`src/hdl/awe_pkg.sv`:
```
// Shared types, constants and coefficient tables for the A-weighted energy accumulator.
package awe_pkg;

  localparam int FRAC_SIG      = 24;
  localparam int FRAC_COEF     = 22;
  localparam int COEF_W        = 24;
  localparam int COEF_MAGW     = 23;
  localparam int MUL_HALF_W    = 24;
  localparam int MUL_MAGW      = 2 * MUL_HALF_W;
  localparam int MUL_PROD_W    = COEF_MAGW + MUL_HALF_W;
  localparam int SEC_W         = 3;
  localparam int CNT_W         = 20;
  localparam int ENERGY_W      = 64;
  localparam int SQ_IN_W       = 32;

  localparam int DIV_QW        = FRAC_SIG + 4;

  localparam logic [CNT_W-1:0] WIN_RESET = CNT_W'(20000);
  localparam logic [CNT_W:0]   WIN_FULL  = (CNT_W + 1)'(1 << CNT_W);

  localparam logic signed [COEF_W-1:0] GAIN_Q22 = 24'sd1072656;
  localparam logic [MUL_MAGW-1:0] ROUND_HALF = MUL_MAGW'(1 << (FRAC_COEF - 1));

  typedef enum logic [3:0] {
    ST_IDLE,
    ST_DIV,
    ST_LOAD_U,
    ST_G_LO,
    ST_G_HI,
    ST_G_LD,
    ST_Y,
    ST_A1_LO,
    ST_A1_HI,
    ST_A2_LO,
    ST_A2_HI,
    ST_D1,
    ST_SQ,
    ST_ACC
  } ctrl_state_t;

  typedef enum logic [1:0] {
    MS_GAIN,
    MS_A1,
    MS_A2
  } mul_sel_t;

  typedef enum logic [1:0] {
    MOP_NONE,
    MOP_LO,
    MOP_HI
  } mul_op_t;

  typedef struct packed {
    logic             div_start;
    logic             load_u_div;
    mul_sel_t         mul_sel;
    mul_op_t          mul_op;
    logic             load_u_mul;
    logic             calc_y;
    logic             upd_d0;
    logic             upd_d1;
    logic             advance;
    logic             square;
    logic             accumulate;
    logic [SEC_W-1:0] sec;
  } awe_cmd_t;

  typedef struct packed {
    logic div_done;
    logic out_blocked;
  } awe_status_t;

  function automatic logic signed [COEF_W-1:0] a1_coef(input logic [SEC_W-1:0] s);
    case (s)
      3'd0:    return -24'sd589451;
      3'd1:    return -24'sd7905848;
      3'd2:    return -24'sd8364025;
      default: return '0;
    endcase
  endfunction

  function automatic logic signed [COEF_W-1:0] a2_coef(input logic [SEC_W-1:0] s);
    case (s)
      3'd0:    return 24'sd20710;
      3'd1:    return 24'sd3717921;
      3'd2:    return 24'sd4169757;
      default: return '0;
    endcase
  endfunction

  function automatic logic signed [2:0] b1_coef(input logic [SEC_W-1:0] s);
    case (s)
      3'd0:    return 3'sd2;
      3'd1:    return -3'sd2;
      3'd2:    return -3'sd2;
      default: return '0;
    endcase
  endfunction

  function automatic logic b2_coef(input logic [SEC_W-1:0] s);
    case (s)
      3'd0, 3'd1, 3'd2: return 1'b1;
      default:          return 1'b0;
    endcase
  endfunction

endpackage

```
`src/hdl/awe_ctrl.sv`:
```
// Sequencer that walks one sample through scaling, gain, biquad sections and accumulation.
module awe_ctrl #(
  parameter int SECTIONS = 3
) (
  input  logic                 clk,
  input  logic                 rst_n,
  input  logic                 in_valid,
  output logic                 in_ready,
  input  awe_pkg::awe_status_t status,
  output awe_pkg::awe_cmd_t    cmd
);
  import awe_pkg::*;

  ctrl_state_t      state_r, state_nxt;
  logic [SEC_W-1:0] sec_r, sec_nxt;

  always_ff @(posedge clk) begin
    if (!rst_n) begin
      state_r <= ST_IDLE;
      sec_r   <= '0;
    end else begin
      state_r <= state_nxt;
      sec_r   <= sec_nxt;
    end
  end

  always_comb begin
    state_nxt = state_r;
    sec_nxt   = sec_r;
    case (state_r)
      ST_IDLE:   if (in_valid) state_nxt = ST_DIV;
      ST_DIV:    if (status.div_done) state_nxt = ST_LOAD_U;
      ST_LOAD_U: state_nxt = ST_G_LO;
      ST_G_LO:   state_nxt = ST_G_HI;
      ST_G_HI:   state_nxt = ST_G_LD;
      ST_G_LD: begin
        state_nxt = ST_Y;
        sec_nxt   = '0;
      end
      ST_Y:      state_nxt = ST_A1_LO;
      ST_A1_LO:  state_nxt = ST_A1_HI;
      ST_A1_HI:  state_nxt = ST_A2_LO;
      ST_A2_LO:  state_nxt = ST_A2_HI;
      ST_A2_HI:  state_nxt = ST_D1;
      ST_D1: begin
        if (sec_r == SEC_W'(SECTIONS - 1)) begin
          state_nxt = ST_SQ;
        end else begin
          state_nxt = ST_Y;
          sec_nxt   = sec_r + 1'b1;
        end
      end
      ST_SQ:     state_nxt = ST_ACC;
      ST_ACC:    if (!status.out_blocked) state_nxt = ST_IDLE;
      default:   state_nxt = ST_IDLE;
    endcase
  end

  always_comb begin
    cmd      = '0;
    cmd.sec  = sec_r;
    in_ready = 1'b0;
    case (state_r)
      ST_IDLE: begin
        in_ready      = 1'b1;
        cmd.div_start = in_valid;
      end
      ST_LOAD_U: cmd.load_u_div = 1'b1;
      ST_G_LO: begin
        cmd.mul_sel = MS_GAIN;
        cmd.mul_op  = MOP_LO;
      end
      ST_G_HI: begin
        cmd.mul_sel = MS_GAIN;
        cmd.mul_op  = MOP_HI;
      end
      ST_G_LD:   cmd.load_u_mul = 1'b1;
      ST_Y:      cmd.calc_y = 1'b1;
      ST_A1_LO: begin
        cmd.mul_sel = MS_A1;
        cmd.mul_op  = MOP_LO;
      end
      ST_A1_HI: begin
        cmd.mul_sel = MS_A1;
        cmd.mul_op  = MOP_HI;
      end
      ST_A2_LO: begin
        cmd.mul_sel = MS_A2;
        cmd.mul_op  = MOP_LO;
        cmd.upd_d0  = 1'b1;
      end
      ST_A2_HI: begin
        cmd.mul_sel = MS_A2;
        cmd.mul_op  = MOP_HI;
      end
      ST_D1: begin
        cmd.upd_d1  = 1'b1;
        cmd.advance = 1'b1;
      end
      ST_SQ:     cmd.square = 1'b1;
      ST_ACC:    cmd.accumulate = !status.out_blocked;
      default: begin
        cmd = '0;
      end
    endcase
  end

endmodule

```
`config.mk`:
```
export PLATFORM = sky130hd
export DESIGN_NAME = awe_ctrl
export DESIGN_NICKNAME = d
export VERILOG_FILES = /design/src/hdl/awe_pkg.sv /design/src/hdl/awe_ctrl.sv
export SDC_FILE = /design/constraint.sdc
export NUM_CORES = 1
export LEC_CHECK = 0
export ABC_AREA = 1
export CORE_AREA = 4 4 44 46
export DETAILED_ROUTE_END_ITERATION = 16
export DIE_AREA = 0 0 48 50
export DONT_BUFFER_PORTS = 1
export HOLD_SLACK_MARGIN = 0.1
export SYNTH_ARGS = -nofsm -noshare
export SYNTH_HDL_FRONTEND = slang
export SYNTH_SLANG_ARGS = --single-unit
```
`constraint.sdc`:
```
create_clock -name clk -period 1.4 [get_ports clk]
set_input_delay 0.14 -clock clk [delete_from_list [all_inputs] [get_ports clk]]
set_output_delay 0.14 -clock clk [all_outputs]
set_load 0.1 [all_outputs]
```
==> results list <==
- Crit path capture type: output port
- Cell depth of the worst flop-to-flop path: 8
* Setup violations, final: 10
- IO buf count: 0
- Clock Skew: 0.00427 ns
* Number of max-slew violations in the final report: 0
- Biggest fanout along the worst timing path: 5
* Total Neg Setup Slack: -0.464 ns
* Setup repair after global routing missed its margin: true
- Classification of the worst-slack hold path: in2reg
* Synth-to-layout area growth: 105%
* Insertion delay to the later sink of the worst-skew pair: 0.25 ns
- Top Ports: 22
- After detailed routing, the number of remaining DRC violations is 0.
* Final Util: 83.1%
* Total congestion overflow after global routing: 0
- Total power for the finished layout comes to 0.00108 W.
- Total vias in the final route: 722
* Tcrit/Tclk final: 106%
- Slowest CP cell: dfxtp_4
- Final-stage net count: 134
* HPWL after detailed placement: 1.45 mm
- Prior to clock tree synthesis, the placed netlist has a worst setup slack of 0.0535 ns.
* Iteration-0 DRC Markers: 20
- The largest total area in the synthesized netlist belongs to dfxtp_1.
* Register bit total from synthesis: 7
- Measured along the y axis, the die boundary spans 50 um.
- Post-place instance area: 1080 um2
* Number of sinks on the clock net: 7
- Most frequent standard cell in the layout excluding fill and tap cells: buf_12
- Standby leakage power: 0.575 nW
- Drt via density: 5.08
* Number of antenna violations at the first check in global routing: 0
- Row count: 14
- Total count of hold-check failures in the final report: 0
* Worst reg2reg startpoint: state_r[1]
* Drt first pass iters: 4
- Total Die Area: 2400 um2
* First-pass GRT wire length: 3.20 mm
- Slack of the worst reg-to-reg path: 0.07 ns
- The count of nets left with antenna violations once routing finished came out at 0.
* Cell types with the largest area share after synthesis: dfxtp_1, inv_1, nand2_1
* Violations in the final reports: negative setup slack
- Worst endpoint required time: 1.26 ns
- Final WL: 1.96 mm
- Clock group share of total power: 16.6%
* Worst Min Path Start: in_valid
- Max VDD drop: 0.867 mV
- Net switching power: 0.000538 W
- The worst hold path was traced through 4 stages.
- The tool flagged a number of max-cap violations equal to 0.
- Average wire per standard cell: 13.8 um
* Min cycle time layout: 1.49 ns
- Timing would allow up to 672 MHz.
* Internal power component: 0.000541 W
* Area share of the largest cell type after synthesis: 22.9%
- The die is 48 um wide.
- In this run the number of H-tree levels came out at 1.
- Once the floorplan was initialized, standard cells occupied 40.6% of the core.
- Counting along the longest clock path gives a buffer depth of 2.
- After clock tree synthesis, the clock-pin slew on the worst setup and hold paths is 0.05 ns.
- Routability congestion estimate from global placement: 0.823
* CTS root buf: clkbuf_4
* Pwr/cell area: 861 nW/um2
- After synthesis, the netlist uses 23 different library cells.
* Count of yosys warnings during synthesis: 0
- Crit path cell chain: inv_6 -> nand2_8 -> o22ai_2 -> buf_6 -> nor2_4 -> buf_12
- The via count of the first global-routing pass was 727.
- Syn Area/Cell: 6.31 um2
- In this design, the stage delay of the slowest critical-path cell is 0.40 ns.
* Pin count of the biggest net entering global routing: 7
* Combinational power share: 60.5%
* WHS Endpoint: state_r[0]
* Proportion of total power due to net switching: 49.8%
- Post-layout worst setup margin: -0.0875 ns
- Wire segments on met3 add up to 80 um in the final route.
- The critical path is of the reg2out type.
* Clock tree from TritonCTS: built
- TritonCTS created 3 clock buffers.
- Wire length on met2: 1.07 mm
- Commonest cells after routing, fill and taps aside: buf_12, nand2_1, inv_1
- Critical Path AT: 1.35 ns
- For this run, the register share of the synthesized area comes to 22.9%.
* Destination of the worst register-to-register timing path: sec_r[1]
- Ant. Diodes: 0
* Met1 wire length: 767 um
- Total GRT Usage: 18.0%
- Share of final-layout standard cells stronger than drive strength 1: 57.1%
* Post-Syn Instances: 97
- Post-layout instance area: 1250 um2
- For the pin with the worst max-slew slack, the measured transition is 0.240 ns.
* Worst max-slew margin expressed relative to the limit: 84.0%
- Startpoint class of the critical path: flop
- After detailed routing, no signal wire sits above met4.
- The number of nets in the synthesized netlist is 104.
* Core Box Area: 1510 um2
* Share of total power in sequential cells: 23.0%
- Outcome: finished, violations left
* Area of the mapped netlist: 612 um2
stage by stage:
| step | std cells | hold WS [ns] |
|---|---|---|
| global placement | 132 | 0.241 |
| detailed placement | 132 | 0.244 |
| floorplan | 97 | 0.238 |
| CTS | 140 | 0.182 |
| finish | 142 | 0.190 |
| global route | 142 | 0.222 |
final cells by class:
cell class / instances / area, um2
Inverter: 22 / 106
Multi-Input combinational cell: 67 / 539
Sequential cell: 7 / 155
Timing Repair Buffer: 26 / 405
Tap cell: 16 / 20.0
Clock buffer: 4 / 26.3
Fill cell: 79 / 254
logic make-up (layout without fill, tap and decap cells):
family | after synthesis | in the layout | share of synthesized area, %
AOI/OAI and AO/OA | 10 | 10 | 9.41
and+or+nand+nor | 54 | 54 | 47.4
xor gates and xnor gates | 1 | 1 | 1.43
buffers and inverters | 23 | 52 | 14.7
adders and majority gates | 2 | 2 | 4.09
DFF | 7 | 7 | 22.9
sequential cells by signal (all words and copies together), names as in the netlist:
register and flops:
sec_r 3, state_r 4
synth_stat cells, drive strengths merged:
library cell	count
xor2	1
nor3	4
nand4	1
nor2	15
dfxtp	7
buf	1
inv	22
o211ai	1
o22ai	1
o21ai	5
nand2	23
ha	2
a21oi	3
nand3	11
critical path, delay by kind of cell, from the launching register on:
kind	cells	cell delay, ns
buf+inv	3	0.39
compound gates	1	0.09
flops	1	0.40
simple gates	2	0.20
how the worst max path moves through the flow:
stage / slack (ns) / to / cells after the start / startpoint
after floorplan: -0.18 / cmd[3] / 4 / state_r[0]
after CTS: -0.09 / cmd[2] / 7 / state_r[0]
after global placement: 0.08 / cmd[0] / 7 / state_r[0]
final: -0.09 / cmd[2] / 6 / state_r[3]
after global routing: -0.15 / cmd[0] / 7 / state_r[0]
after detailed placement: 0.05 / cmd[2] / 7 / state_r[0]
power by group through the flow:
stage | registers, W | clock network [W] | logic [W]
floorplan | 0.000241 | 0 | 0.000422
global placement | 0.000245 | 0 | 0.000573
detailed placement | 0.000245 | 0 | 0.000580
CTS | 0.000243 | 0.000189 | 0.000631
global route | 0.000249 | 0.000198 | 0.000681
finish | 0.000248 | 0.000179 | 0.000652
what timing repair did:
action | in CTS | in global routing
setup endpoints to repair | 14 | 17
hold buffers | 1 | 0
hold endpoints to repair | 5 | 0
pin swaps | 1 | 2
resized for setup | 18 | 9
setup buffers | 3 | 2
layer usage:
metal,vias up,GRT usage [%]
met4,0,7.62
met3,5,1.82
met1,332,21.8
li1,363,-
met5,-,0
met2,22,30.4
Power figures use the tool's default switching activity.
